`src/htfd_pkg.sv`:
```
// Shared types, constants and the CRC-8 step for the humidity/temperature frame decoder.
// Depends on nothing; every other file of the block imports it.
`default_nettype none

package htfd_pkg;

	localparam int unsigned BYTE_W   = 8;
	localparam int unsigned WORD_W   = 16;
	localparam int unsigned POS_W    = 3;
	localparam int unsigned TEMP_W   = 15;
	localparam int unsigned HUM_W    = 14;
	localparam int unsigned STATUS_W = 2;

	localparam logic [BYTE_W-1:0] CRC_POLY = 8'h31;
	localparam logic [BYTE_W-1:0] CRC_INIT = 8'hFF;
	localparam logic [BYTE_W-1:0] CRC_TOP  = 8'h80;

	// Conversion constants: temperature ((4375*raw)>>14)-4500, humidity (625*raw)>>12
	localparam int unsigned TEMP_MUL   = 4375;
	localparam int unsigned TEMP_SHIFT = 14;
	localparam int unsigned TEMP_OFS   = 4500;
	localparam int unsigned HUM_MUL    = 625;
	localparam int unsigned HUM_SHIFT  = 12;

	typedef enum logic [STATUS_W-1:0] {
		STATUS_OK       = 2'd0,
		STATUS_TEMP_CRC = 2'd1,
		STATUS_HUM_CRC  = 2'd2
	} status_t;

	typedef struct packed {
		logic signed [TEMP_W-1:0] temperature_centi;
		logic [HUM_W-1:0]         humidity_centi;
		status_t                  frame_status;
	} result_t;

	// One byte through CRC-8, MSB first.
	function automatic logic [BYTE_W-1:0] crc8_update(input logic [BYTE_W-1:0] crc,
		input logic [BYTE_W-1:0] data);
		logic [BYTE_W-1:0] c;
		c = crc ^ data;
		for (int i = 0; i < BYTE_W; i++) begin
			if ((c & CRC_TOP) != '0) begin
				c = (c << 1) ^ CRC_POLY;
			end else begin
				c = c << 1;
			end
		end
		return c;
	endfunction

endpackage

`default_nettype wire

```
`src/htfd_in_stage.sv`:
```
// Input register of the frame decoder: holds one accepted byte beat until the core takes it.
// Depends on htfd_pkg for widths.
`default_nettype none

module htfd_in_stage (
	input  wire logic                        clk,
	input  wire logic                        arst_n,
	input  wire logic                        in_valid,
	output logic                             in_ready,
	input  wire logic [htfd_pkg::BYTE_W-1:0] rx_byte,
	input  wire logic                        frame_start,
	input  wire logic                        take,
	output logic                             valid_s1,
	output logic [htfd_pkg::BYTE_W-1:0]      byte_s1,
	output logic                             start_s1
);
	import htfd_pkg::*;

	assign in_ready = !valid_s1 || take;

	always_ff @(posedge clk or negedge arst_n) begin
		if (!arst_n) begin
			valid_s1 <= 1'b0;
		end else if (in_ready) begin
			valid_s1 <= in_valid;
		end
	end

	always_ff @(posedge clk) begin
		if (in_ready && in_valid) begin
			byte_s1  <= rx_byte;
			start_s1 <= frame_start;
		end
	end

endmodule

`default_nettype wire

```
`src/htfd_frame_core.sv`:
```
// Frame state, CRC check and unit conversion of the decoder, one byte per cycle unless a result byte is held.
// Depends on htfd_pkg for types, constants and the CRC step.
`default_nettype none

module htfd_frame_core (
	input  wire logic                        clk,
	input  wire logic                        arst_n,
	input  wire logic                        valid_s1,
	input  wire logic [htfd_pkg::BYTE_W-1:0] byte_s1,
	input  wire logic                        start_s1,
	input  wire logic                        take,
	output logic                             res_need,
	output htfd_pkg::result_t                res
);
	import htfd_pkg::*;

	localparam logic [POS_W-1:0] POS_T_HI  = 3'd0;
	localparam logic [POS_W-1:0] POS_T_LO  = 3'd1;
	localparam logic [POS_W-1:0] POS_T_CRC = 3'd2;
	localparam logic [POS_W-1:0] POS_H_HI  = 3'd3;
	localparam logic [POS_W-1:0] POS_H_LO  = 3'd4;
	localparam logic [POS_W-1:0] POS_H_CRC = 3'd5;
	localparam logic [POS_W-1:0] POS_DONE  = 3'd6;

	localparam int unsigned TPROD_W = WORD_W + 13;
	localparam int unsigned HPROD_W = WORD_W + 10;

	logic [POS_W-1:0]         pos_q;
	logic [BYTE_W-1:0]        crc_q;
	logic [WORD_W-1:0]        word_q;
	logic [WORD_W-1:0]        temp_raw_q;
	logic                     temp_fail_q;
	logic signed [TEMP_W-1:0] kept_temp_q;
	logic [HUM_W-1:0]         kept_hum_q;

	logic [POS_W-1:0]         pos_eff;
	logic [BYTE_W-1:0]        crc_eff;
	logic [BYTE_W-1:0]        crc_next;
	logic [TPROD_W-1:0]       temp_prod;
	logic [HPROD_W-1:0]       hum_prod;
	logic signed [TEMP_W-1:0] temp_conv;
	logic [HUM_W-1:0]         hum_conv;
	status_t                  status;

	// A start mark restarts the position and the CRC before this byte is used
	assign pos_eff  = start_s1 ? POS_T_HI : pos_q;
	assign crc_eff  = start_s1 ? CRC_INIT : crc_q;
	assign crc_next = crc8_update(crc_eff, byte_s1);

	assign temp_prod = TPROD_W'(temp_raw_q) * TPROD_W'(TEMP_MUL);
	assign hum_prod  = HPROD_W'(word_q) * HPROD_W'(HUM_MUL);
	assign temp_conv = TEMP_W'(temp_prod[TPROD_W-1:TEMP_SHIFT]) - TEMP_W'(TEMP_OFS);
	assign hum_conv  = hum_prod[HPROD_W-1:HUM_SHIFT];

	always_comb begin
		if (temp_fail_q) begin
			status = STATUS_TEMP_CRC;
		end else if (byte_s1 != crc_eff) begin
			status = STATUS_HUM_CRC;
		end else begin
			status = STATUS_OK;
		end
	end

	assign res_need = valid_s1 && (pos_eff == POS_H_CRC);

	always_comb begin
		res.frame_status = status;
		if (status == STATUS_OK) begin
			res.temperature_centi = temp_conv;
			res.humidity_centi    = hum_conv;
		end else begin
			res.temperature_centi = kept_temp_q;
			res.humidity_centi    = kept_hum_q;
		end
	end

	always_ff @(posedge clk or negedge arst_n) begin
		if (!arst_n) begin
			pos_q       <= POS_T_HI;
			crc_q       <= CRC_INIT;
			word_q      <= '0;
			temp_fail_q <= 1'b0;
			kept_temp_q <= '0;
			kept_hum_q  <= '0;
		end else if (take) begin
			unique case (pos_eff)
				POS_T_HI, POS_H_HI: begin
					word_q <= {byte_s1, BYTE_W'(0)};
					crc_q  <= crc_next;
					pos_q  <= pos_eff + 3'd1;
				end
				POS_T_LO, POS_H_LO: begin
					word_q <= {word_q[WORD_W-1:BYTE_W], byte_s1};
					crc_q  <= crc_next;
					pos_q  <= pos_eff + 3'd1;
				end
				POS_T_CRC: begin
					temp_fail_q <= (byte_s1 != crc_eff);
					crc_q       <= CRC_INIT;
					pos_q       <= POS_H_HI;
				end
				POS_H_CRC: begin
					if (status == STATUS_OK) begin
						kept_temp_q <= temp_conv;
						kept_hum_q  <= hum_conv;
					end
					crc_q <= CRC_INIT;
					pos_q <= POS_DONE;
				end
				default: begin
					// Drop bytes past the frame; a start mark still resets the CRC
					crc_q <= crc_eff;
					pos_q <= pos_eff;
				end
			endcase
		end
	end

	// Raw temperature is always written before it is read
	always_ff @(posedge clk) begin
		if (take && pos_eff == POS_T_CRC) begin
			temp_raw_q <= word_q;
		end
	end

endmodule

`default_nettype wire

```
`src/htfd_out_stage.sv`:
```
// Result register of the frame decoder: holds one result beat until the receiver takes it.
// Depends on htfd_pkg for the result type.
`default_nettype none

module htfd_out_stage (
	input  wire logic                   clk,
	input  wire logic                   arst_n,
	input  wire logic                   load,
	input  wire htfd_pkg::result_t      res,
	output logic                        out_free,
	output logic                        out_valid,
	input  wire logic                   out_ready,
	output logic signed [htfd_pkg::TEMP_W-1:0]   temperature_centi,
	output logic [htfd_pkg::HUM_W-1:0]           humidity_centi,
	output logic [htfd_pkg::STATUS_W-1:0]        frame_status
);
	import htfd_pkg::*;

	result_t res_q;

	assign out_free = !out_valid || out_ready;

	always_ff @(posedge clk or negedge arst_n) begin
		if (!arst_n) begin
			out_valid <= 1'b0;
		end else if (out_free) begin
			out_valid <= load;
		end
	end

	always_ff @(posedge clk) begin
		if (load) begin
			res_q <= res;
		end
	end

	assign temperature_centi = res_q.temperature_centi;
	assign humidity_centi    = res_q.humidity_centi;
	assign frame_status      = res_q.frame_status;

endmodule

`default_nettype wire

```
`src/humidity_temperature_frame_decoder_top.sv`:
```
// Humidity/temperature frame decoder, top level: input register, frame core, result register.
// Depends on htfd_pkg, htfd_in_stage, htfd_frame_core and htfd_out_stage.
//
// Usage:
//   Input channel (in_valid/in_ready) carries one frame byte per beat: rx_byte and
//   frame_start, which marks byte 0 of a new frame and restarts the byte position.
//   A frame is temperature high, low, CRC, humidity high, low, CRC; each CRC is
//   CRC-8, polynomial 0x31, init 0xFF over its word's two bytes.
//   Output channel (out_valid/out_ready) gives one result beat per complete frame,
//   on the sixth byte: temperature_centi (signed, 0.01 degC), humidity_centi
//   (0.01 %RH) and frame_status (ok, temperature CRC bad, humidity CRC bad).
//   A bad frame repeats the last good values; bytes past the sixth are dropped
//   until the next start mark.
//   Path: a frame's sixth byte is accepted into the input register, and its result
//   is then loaded from there into the result register; a stall holds the byte in
//   the input register.
//   Throughput: one byte per cycle unless a result byte stalls; the CRC step and both
//   constant multiplies sit between the input register and the state/result registers.
//   Stall: when the result register is full and not taken, only a byte that makes
//   a result waits; the input register then fills and in_ready drops.
//   Reset (arst_n low): position 0, CRC 0xFF, kept values zero, both channels empty.
`default_nettype none

module humidity_temperature_frame_decoder_top (
	input  wire logic                                clk,
	input  wire logic                                arst_n,
	input  wire logic                                in_valid,
	output logic                                     in_ready,
	input  wire logic [htfd_pkg::BYTE_W-1:0]         rx_byte,
	input  wire logic                                frame_start,
	output logic                                     out_valid,
	input  wire logic                                out_ready,
	output logic signed [htfd_pkg::TEMP_W-1:0]       temperature_centi,
	output logic [htfd_pkg::HUM_W-1:0]               humidity_centi,
	output logic [htfd_pkg::STATUS_W-1:0]            frame_status
);
	import htfd_pkg::*;

	logic              valid_s1;
	logic [BYTE_W-1:0] byte_s1;
	logic              start_s1;
	logic              take;
	logic              res_need;
	logic              out_free;
	result_t           res;

	// Advance the held byte unless it makes a result and the result register is stalled
	assign take = valid_s1 && (!res_need || out_free);

	htfd_in_stage u_in (
		.clk        (clk),
		.arst_n     (arst_n),
		.in_valid   (in_valid),
		.in_ready   (in_ready),
		.rx_byte    (rx_byte),
		.frame_start(frame_start),
		.take       (take),
		.valid_s1   (valid_s1),
		.byte_s1    (byte_s1),
		.start_s1   (start_s1)
	);

	htfd_frame_core u_core (
		.clk     (clk),
		.arst_n  (arst_n),
		.valid_s1(valid_s1),
		.byte_s1 (byte_s1),
		.start_s1(start_s1),
		.take    (take),
		.res_need(res_need),
		.res     (res)
	);

	htfd_out_stage u_out (
		.clk              (clk),
		.arst_n           (arst_n),
		.load             (take && res_need),
		.res              (res),
		.out_free         (out_free),
		.out_valid        (out_valid),
		.out_ready        (out_ready),
		.temperature_centi(temperature_centi),
		.humidity_centi   (humidity_centi),
		.frame_status     (frame_status)
	);

endmodule

`default_nettype wire

```
`config.mk`:
```
export PLATFORM = sky130hd
export DESIGN_NAME = humidity_temperature_frame_decoder_top
export DESIGN_NICKNAME = d
export VERILOG_FILES = /design/src/htfd_pkg.sv /design/src/htfd_in_stage.sv /design/src/htfd_frame_core.sv /design/src/htfd_out_stage.sv /design/src/humidity_temperature_frame_decoder_top.sv
export SDC_FILE = /design/constraint.sdc
export NUM_CORES = 1
export LEC_CHECK = 0
export BUFFER_PORTS_ARGS = -buffer_cell sky130_fd_sc_hd__buf_4
export CAP_MARGIN = 20
export CORE_ASPECT_RATIO = 1.2
export CORE_MARGIN = 2
export CORE_UTILIZATION = 64
export CTS_CLUSTER_DIAMETER = 30
export DETAILED_ROUTE_END_ITERATION = 12
export GPL_TIMING_DRIVEN = 1
export PLACE_DENSITY = 0.82
export SETUP_SLACK_MARGIN = 0.05
export SLEW_MARGIN = 25
export SYNTH_ARGS = -nofsm -noshare
export SYNTH_HDL_FRONTEND = slang
export SYNTH_SLANG_ARGS = --single-unit
```
`constraint.sdc`:
```
create_clock -name clk -period 7.3 [get_ports clk]
set_clock_uncertainty 0.1 [all_clocks]
set_input_delay 1.825 -clock clk [delete_from_list [all_inputs] [get_ports clk]]
set_output_delay 1.825 -clock clk [all_outputs]
set_load 0.02 [all_outputs]
```
# Word level (Yosys, flattened, before mapping)
# Cells that the tools add are included.
# Widths: inputs -> output; s select.
[word_totals]
reg_bits = 115
inputBits = 13
output_inout_bits = 33
word_cells = 73
[classes]
addsub = 2
mul = 2
eq_ne = 6
n_mux = 16
bitwise = 10
reduce_logical = 22
[ops]
columns = ["op", "n"]
rows = [
  ["$mux 6", 8],
  ["$pmux 16 s2", 1],
  ["$mul 16x13->29 const B", 1],
  ["$mux 29", 1],
  ["$mul 16x10->26 const B", 1],
  ["$not 3->3", 8],
  ["$pmux 8 s2", 1],
  ["$sub 15x13->15 const B", 1],
  ["$pmux 3 s3", 1],
  ["$mux 8", 1],
  ["$ne 8x8->1", 1],
  ["$xor 8x8->8", 1],
  ["$eq 3x2->1 const B", 2],
  ["$eq 3x3->1 const B", 2],
  ["$reduce_and 3->1", 2],
  ["$reduce_or 2->1", 3],
  ["$logic_and 1x1->1", 5],
  ["$mux 2", 2],
  ["$reduce_and 2->1", 2],
  ["$reduce_or 4->1", 1],
  ["$add 3x1->3 const B", 1],
  ["$eq 3x1->1 const B", 1],
  ["$logic_not 1->1", 3],
  ["$logic_not 3->1", 1],
  ["other kinds (5)", 7],
]

# Depth between registers and ports, before layout
# Gate-level depths: netlist (run 1).
[depth]
word_depth = 19
mapped_depth = 26
ltp_nobuf = 26

# Hierarchy
# From an unflattened synthesis (run 1), not the netlist that was laid out.
[hier_totals]
hier_cells = 1021
hier_area_um2 = 10583.9
[modules_own_cells]
columns = ["module", "n_inst", "cells_per_inst", "area_each_um2", "seq_area_each_um2"]
rows = [
  ["htfd_frame_core", 1, 971, 9262.6, 1916.8],
  ["htfd_out_stage", 1, 34, 978.4, 955.9],
  ["htfd_in_stage", 1, 13, 324.1, 295.3],
  ["humidity_temperature_frame_decoder_top", 1, 3, 18.8, 0.0],
]

# Worst setup path after synthesis (run 1)
# Ideal clock, no wire load.
[synth_path]
path_type = "register -> register"
startpoint = "register u_core.temp_raw_q[12]"
endpoint = "register u_out.res_q, in the netlist u_out.temperature_centi[14] (data pin)"
arrival_ns = 5.927
setup_slack_ns = 1.009
stages_incl_launch_ff = 26
cell_sequence = "edfxtp_1 -> ha_1 -> inv_1 -> fa_1 -> inv_1 -> ha_1 -> fa_1 -> inv_1 -> fa_1 -> inv_1 -> ha_1 -> and2_1 -> o311ai_2 -> a21oi_2 -> or2_1 -> a21oi_1 -> xor2_1 -> ha_1 -> or3_1 -> a211o_1 -> o211ai_1 -> a211oi_4 -> o311ai_4 -> nor3_1 -> nor4_2 -> o31ai_1"
[synth_rtl]
columns = ["element", "line_no", "rtl"]
rows = [
  ["start: declaration", "htfd_frame_core.sv:31", "logic [WORD_W-1:0] temp_raw_q;"],
  ["start signal: assignment", "htfd_frame_core.sv:123", "temp_raw_q <= word_q;"],
  ["end signal: assignment", "htfd_out_stage.sv:33", "res_q <= res;"],
  ["end: declaration", "htfd_out_stage.sv:19", "result_t res_q;"],
]

==> results of run 1 <==
repair_timing:
item,in CTS,in global routing
buffers inserted,0,7
endpoints found under the setup margin,0,1
gates resized for setup,0,1
critical path, stage by stage (launching register included):
cell and delay (ns):
edfxtp_1 0.52, ha_1 0.35, inv_1 0.05, fa_1 0.51, inv_1 0.05, ha_1 0.30
fa_1 0.48, inv_1 0.06, fa_1 0.54, inv_1 0.04, ha_1 0.36, and2_1 0.19
o311ai_2 0.34, a21oi_2 0.15, or2_1 0.29, a21oi_1 0.19, xor2_1 0.10, ha_1 0.25
or3_1 0.35, a211o_1 0.23, o211ai_1 0.24, a211oi_4 0.14, o311ai_4 0.34, nor3_1 0.10
nor4_2 0.31, o31ai_1 0.12
sequential cells by signal (all words and copies together) (netlist names):
name and flops:
u_in.start_s1 1, u_out.out_valid 1, u_core.word_q 16, u_core.kept_temp_q 15, u_in.valid_s1 1, u_core.temp_fail_q 1
u_core.kept_hum_q 14, u_out.frame_status 2, u_core.temp_raw_q 16, u_in.byte_s1 8, u_out.temperature_centi 15, u_core.crc_q 8
u_core.pos_q 3, u_out.humidity_centi 14
synth_stat cells, types with 5 or more instances:
cell type  count  share of area (%)
inv_1        198                6.9
ha_1         169                 20
nand2_1      101                3.5
fa_1          78                 15
edfxtp_1      56                 16
dfrtp_1       51                 12
a21oi_1       44                2.1
nor2_1        42                1.5
xnor2_1       38                3.1
mux2_2        27                2.8
o21ai_0       20               0.93
clkbuf_1      19               0.67
xor2_1        15                1.2
a21o_1        12               0.84
nor3_1        12               0.56
o21ai_1       12               0.56
nand2b_1      10               0.58
nand3_1       10               0.47
buf_2          9               0.42
a22o_1         8               0.65
dfstp_2        8                2.0
o211ai_1       7               0.49
and2_1         6               0.35
nor2b_1        6               0.35
or3_1          6               0.35
a211oi_1       5               0.35
logic make-up after synthesis:
| logic type | Yosys count | synth area share (%) |
|---|---|---|
| compound gates | 160 | 11.02 |
| flops | 115 | 29.55 |
| xor+xnor | 54 | 4.482 |
| fa+ha+maj | 247 | 34.29 |
| buf+inv | 230 | 8.310 |
| simple gates | 212 | 9.010 |
| mux | 32 | 3.338 |
worst max path at each step:
stage	from	end	slack, ns	cells after the start
finish	u_core.temp_raw_q[12]	u_out.temperature_centi[14]	0.32	25
global route	u_core.temp_raw_q[12]	u_out.temperature_centi[14]	0.04	25
CTS	u_core.temp_raw_q[10]	u_out.temperature_centi[14]	0.36	26
detailed placement	u_core.temp_raw_q[10]	u_out.temperature_centi[14]	0.43	26
global placement	u_core.temp_raw_q[10]	u_out.temperature_centi[14]	0.61	26
floorplan	u_core.temp_raw_q[12]	u_out.temperature_centi[14]	1.01	25
stage by stage:
| stage | setup WS [ns] | cells |
|---|---|---|
| after CTS | 0.3565 | 1309 |
| after detailed placement | 0.4336 | 1277 |
| after floorplan | 1.009 | 1050 |
| after global routing | 0.04087 | 1316 |
| final | 0.3179 | 1316 |
| after global placement | 0.6070 | 1277 |
layer usage:
layer	vias up	track usage, %	part of all wire [%]	routed length (um)
li1	3582	-	-	-
met1	3701	31.96	40	8858
met2	158	48.94	53	11800
met5	-	0	0	0
met4	0	10.46	3.2	702
met3	52	4.506	3.2	700
layout make-up:
cell class | instances | area [um^2]
clock buffers | 19 | 432.9
flip-flops and latches | 115 | 3168
clock inverters | 13 | 111.4
inverters | 198 | 743.2
well taps | 212 | 265.3
multi-input cells | 705 | 6673
repair buffers | 54 | 405.4
fillers | 1185 | 4537
==> summary.md, run 1 <==
| Metric | Value |
|---|---|
| Most frequent cells in the layout | inv_1 (198), ha_1 (169), nand2_1 (100) |
| Kind of critical path | reg2reg |
| Syn_area_per_cell | 10.21 um^2 |
| Root buf cell | clkbuf_16 |
| Antenna violations before repair | 0 |
| Gr ovfl total | 0 |
| Buffers on Ports | 45 |
| Cell Area, Placed | 11200 um^2 |
| Layout cells sized above 1 | 12.77% |
| RSZ-0062 raised after global routing | no |
| CTS tree | yes |
| Worst-margin pin slew | 0.9860 ns |
| Top_reg_cell synth | edfxtp_1 |
| Vias in the first global route | 8045 |
| Largest net degree at the start of global routing | 60 |
| CTS Buf Count | 17 |
| Hold_sp | u_core.kept_temp_q[4] |
| H-tree Lvls | 4 |
| Top-Level Pins | 46 |
| MaxCap Viol Count | 0 |
| Hold depth | 2 |
| CP Launch Type | flip-flop |
| Hold Violations, Final | 0 |
| Arr. time, crit path | 7.00 ns |
| Via count | 7493 |
| Post-DP HPWL | 16.50 mm |
| Count of different cell masters after synthesis | 70 |
| Core Box Area | 16340 um^2 |
| R2r endpoint | u_out.temperature_centi[14] |
| Number of routed nets with antenna violations | 0 |
| Chip width | 122.1 um |
| Final Cell Area | 11800 um^2 |
| Hold buffers post-CTS | 0 |
| First-pass GRT wire length | 38.00 mm |
| Gate count of the mapped netlist | 1050 |
| Sequential share of the synthesized area | 29.55% |
| Max transition margin | 34.27% |
| Post-Syn Nets | 1310 |
| Final min period | 6.982 ns |
| Die area | 17810 um^2 |
| CP max FO | 7 |
| Worst Path Required | 7.32 ns |
| Min-Delay Path Class | reg2reg |
| Clk slew on worst S/H paths | 0.06 ns |
| Area Overhead vs Synth | 10.06% |
| Final hold slack | 0.3768 ns |
| Final Max Tran Viols | 0 |
| Die H | 145.8 um |
| Vias per Instance | 5.694 |
| Gr usage total | 27.15% |
| Clk_lat worst skew | 0.42 ns |
| FF-to-FF path depth | 25 |
| Starting Density | 65.63% |
| Yosys warns | 0 |
| Final core utilization | 72.23% |
| Synth Register Bits | 115 |
| Gpl congestion | 0.8683 |
| Diodes inserted | 0 |
| Site Rows | 51 |
| Clock Sink Count | 115 |
| Synthesized area | 10720 um^2 |
| Critical R2R Launch | u_core.temp_raw_q[12] |
| Drt total wl | 22.06 mm |
| Fin crit share | 95.65% |
| Longest Clk Path Bufs | 2 |
| Starting DRT DRC Count | 412 |
| Final TNS setup | 0 ns |
| Final setup fails | 0 |
| Nets | 1351 |
| R2r setup slk | 0.32 ns |
| Commonest non-fill, non-tap cell in the layout | inv_1 |
| WHS Endpoint | u_core.kept_temp_q[4] |
| Async SR Flop Fraction | 51.30% |
| Critical Path Sink Type | flip-flop |
| WL per Instance | 16.76 um |
| Post-synth EDFFs | 56 |
| Status | finished, final reports clean |
| Initial DRT Pass Iterations | 5 |
| Fmax | 0.1432 GHz |
| Post-route DRC | 0 |
Power of run 1 is not shown: default switching activity piles up to over one toggle a cycle in this logic, so the estimate is an artifact.
==> run 2: changes to the inputs <==
- PLACE_DENSITY: 0.82 -> 0.79
==> summary.md, run 2 (synthesis results as in run 1) <==
| Metric | Value |
|---|---|
| Post-route DRC | 0 (unchanged) |
| Nets | 1346 (-0.37%) |
| Clk_lat worst skew | 0.43 ns (about the same) |
| MaxCap Viol Count | 0 (unchanged) |
| Gpl congestion | 0.8551 (-1.5%) |
| Final setup fails | 0 (unchanged) |
| Final Max Tran Viols | 0 (unchanged) |
| Max transition margin | 35.02% (+0.75 points) |
| Post_cts resized | 0 (unchanged) |
| Number of routed nets with antenna violations | 0 (unchanged) |
| Final core utilization | 72.30% (+0.077 points) |
| Area Overhead vs Synth | 10.18% |
| Gr ovfl total | 0 (unchanged) |
| Hold_sp | u_core.kept_hum_q[9] |
| Die area | 17810 um^2 (unchanged) |
| First-pass GRT wire length | 37.20 mm (-2.1%) |
| Starting DRT DRC Count | 439 (+6.6%) |
| Final Cell Area | 11810 um^2 (+0.11%) |
| Diodes inserted | 0 (unchanged) |
| Critical R2R Launch | u_core.temp_raw_q[10] |
| Critical Path Start | u_core.temp_raw_q[10] |
| Min-Delay Path Class | reg2reg |
| Kind of critical path | reg2reg |
| Chip width | 122.1 um (unchanged) |
| Buffers on Ports | 45 (unchanged) |
| Top Registers | u_core.temp_raw_q (16), u_core.word_q (16) |
| Top-Level Pins | 46 (unchanged) |
| Worst-margin pin slew | 0.9716 ns (-0.01442 ns) |
| Starting Density | 65.63% (unchanged) |
| Longest Clk Path Bufs | 2 (unchanged) |
| CTS tree | yes |
| FF-to-FF path depth | 26 (+4.0%) |
| Via count | 7421 (-0.96%) |
| CP Launch Type | flip-flop |
| Hold buffers post-CTS | 0 (unchanged) |
| Largest net degree at the start of global routing | 60 (unchanged) |
| Root buf cell | clkbuf_16 |
| Hold depth | 2 (unchanged) |
| Clk slew on worst S/H paths | 0.06 ns (about the same) |
| Setup Fix Bufs, Post-CTS | 0 (unchanged) |
| Vias per Instance | 5.661 (-0.58%) |
| Final min period | 6.883 ns (-0.09917 ns) |
| Final TNS setup | 0 ns (unchanged) |
| Core Box Area | 16340 um^2 (unchanged) |
| CTS Buf Count | 17 (unchanged) |
| Initial DRT Pass Iterations | 5 (unchanged) |
| Most frequent cells in the layout | inv_1 (198), ha_1 (169), nand2_1 (101) |
| Status | finished, final reports clean |
| Post-DP HPWL | 16.46 mm (-0.22%) |
| Drt total wl | 21.42 mm (-2.9%) |
| WL per Instance | 16.33 um (-2.6%) |
| Antenna violations before repair | 0 (unchanged) |
| Gr usage total | 26.51% (-0.65 points) |
| Site Rows | 51 (unchanged) |
| CP max FO | 7 (unchanged) |
| Clock Sink Count | 115 (unchanged) |
| Arr. time, crit path | 6.95 ns (-0.05 ns) |
| Hold Violations, Final | 0 (unchanged) |
| Commonest non-fill, non-tap cell in the layout | inv_1 |
| Fin crit share | 94.29% (-1.4 points) |
| RSZ-0062 raised after global routing | no |
| Layout cells sized above 1 | 12.47% (-0.31 points) |
| Worst Path Required | 7.36 ns (+0.04 ns) |
| Critical Path Sink Type | flip-flop |
| Die H | 145.8 um (unchanged) |
| Fillers | 1170 (-1.3%) |
| H-tree Lvls | 4 (unchanged) |
| Cell Area, Placed | 11210 um^2 (+0.13%) |
| Vias in the first global route | 8029 (-0.20%) |
| Fmax | 0.1453 GHz (+1.4%) |
[run 2: changes by cell type in the layout (fill, tap and decap cells not counted), moves of 2 or more]
cell        change
buf_4           -5
clkbuf_8        +2
clkinv_1        -2
clkinv_2        -2
clkinvlp_4      -2
inv_6           +4
[run 2: critical path, cell delays in order, from the launching register on]
cell and delay (ns):
edfxtp_1 0.51, ha_1 0.33, inv_1 0.05, fa_1 0.50, inv_1 0.05, ha_1 0.30
fa_1 0.48, inv_1 0.05, fa_1 0.53, inv_1 0.04, ha_1 0.29, a21oi_1 0.20
o21ai_1 0.12, a21oi_1 0.29, a21oi_2 0.19, or2_1 0.29, a21oi_1 0.20, xor2_1 0.09
ha_1 0.24, or3_1 0.36, a211o_1 0.23, o211ai_1 0.23, a211oi_4 0.12, o311ai_4 0.33
nor3_1 0.10, nor4_2 0.29, o31ai_1 0.11
[run 2: metrics by stage]
| stage | hold WS, ns | setup WS, ns | cells |
|---|---|---|---|
| floorplan | 0.3418 | 1.009 | 1050 |
| global placement | 0.3537 | 0.6082 | 1279 |
| detailed placement | 0.3646 | 0.4641 | 1279 |
| CTS | 0.3802 | 0.4480 | 1311 |
| global route | 0.3947 | 0.06606 | 1311 |
| finish | 0.3805 | 0.4170 | 1311 |
[run 2: path summary, 6_finish.rpt]
kind,to,slack [ns]
worst min-delay path,u_core.kept_hum_q[9],0.38
min in group asynchronous,u_core.pos_q[1],1.37
worst min register to register,u_core.kept_hum_q[9],0.38
worst max-delay path,u_out.temperature_centi[14],0.42
worst max register to register,u_out.temperature_centi[14],0.42
max in group asynchronous,u_core.kept_temp_q[2],5.17
[run 2: area by class of cell]
cell class / count / area, um^2 / area share (%)
Clock inverter: 12 / 143.9 / 1.218
Inverter: 198 / 743.2 / 6.292
Sequential cell: 115 / 3168 / 26.82
Clock buffer: 20 / 456.7 / 3.867
Timing Repair Buffer: 49 / 367.9 / 3.114
Tap cell: 212 / 265.3 / 2.246
Multi-Input combinational cell: 705 / 6666 / 56.44
[run 2: routing by layer]
metal / routed length (um) / vias to the layer above / global-route usage (%)
met4: 450 / 0 / 9.138
li1: - / 3577 / -
met5: 0 / - / 0
met3: 723 / 37 / 4.976
met1: 8854 / 3665 / 31.36
met2: 11390 / 142 / 47.71
Power of run 2 is left out for the same reason.
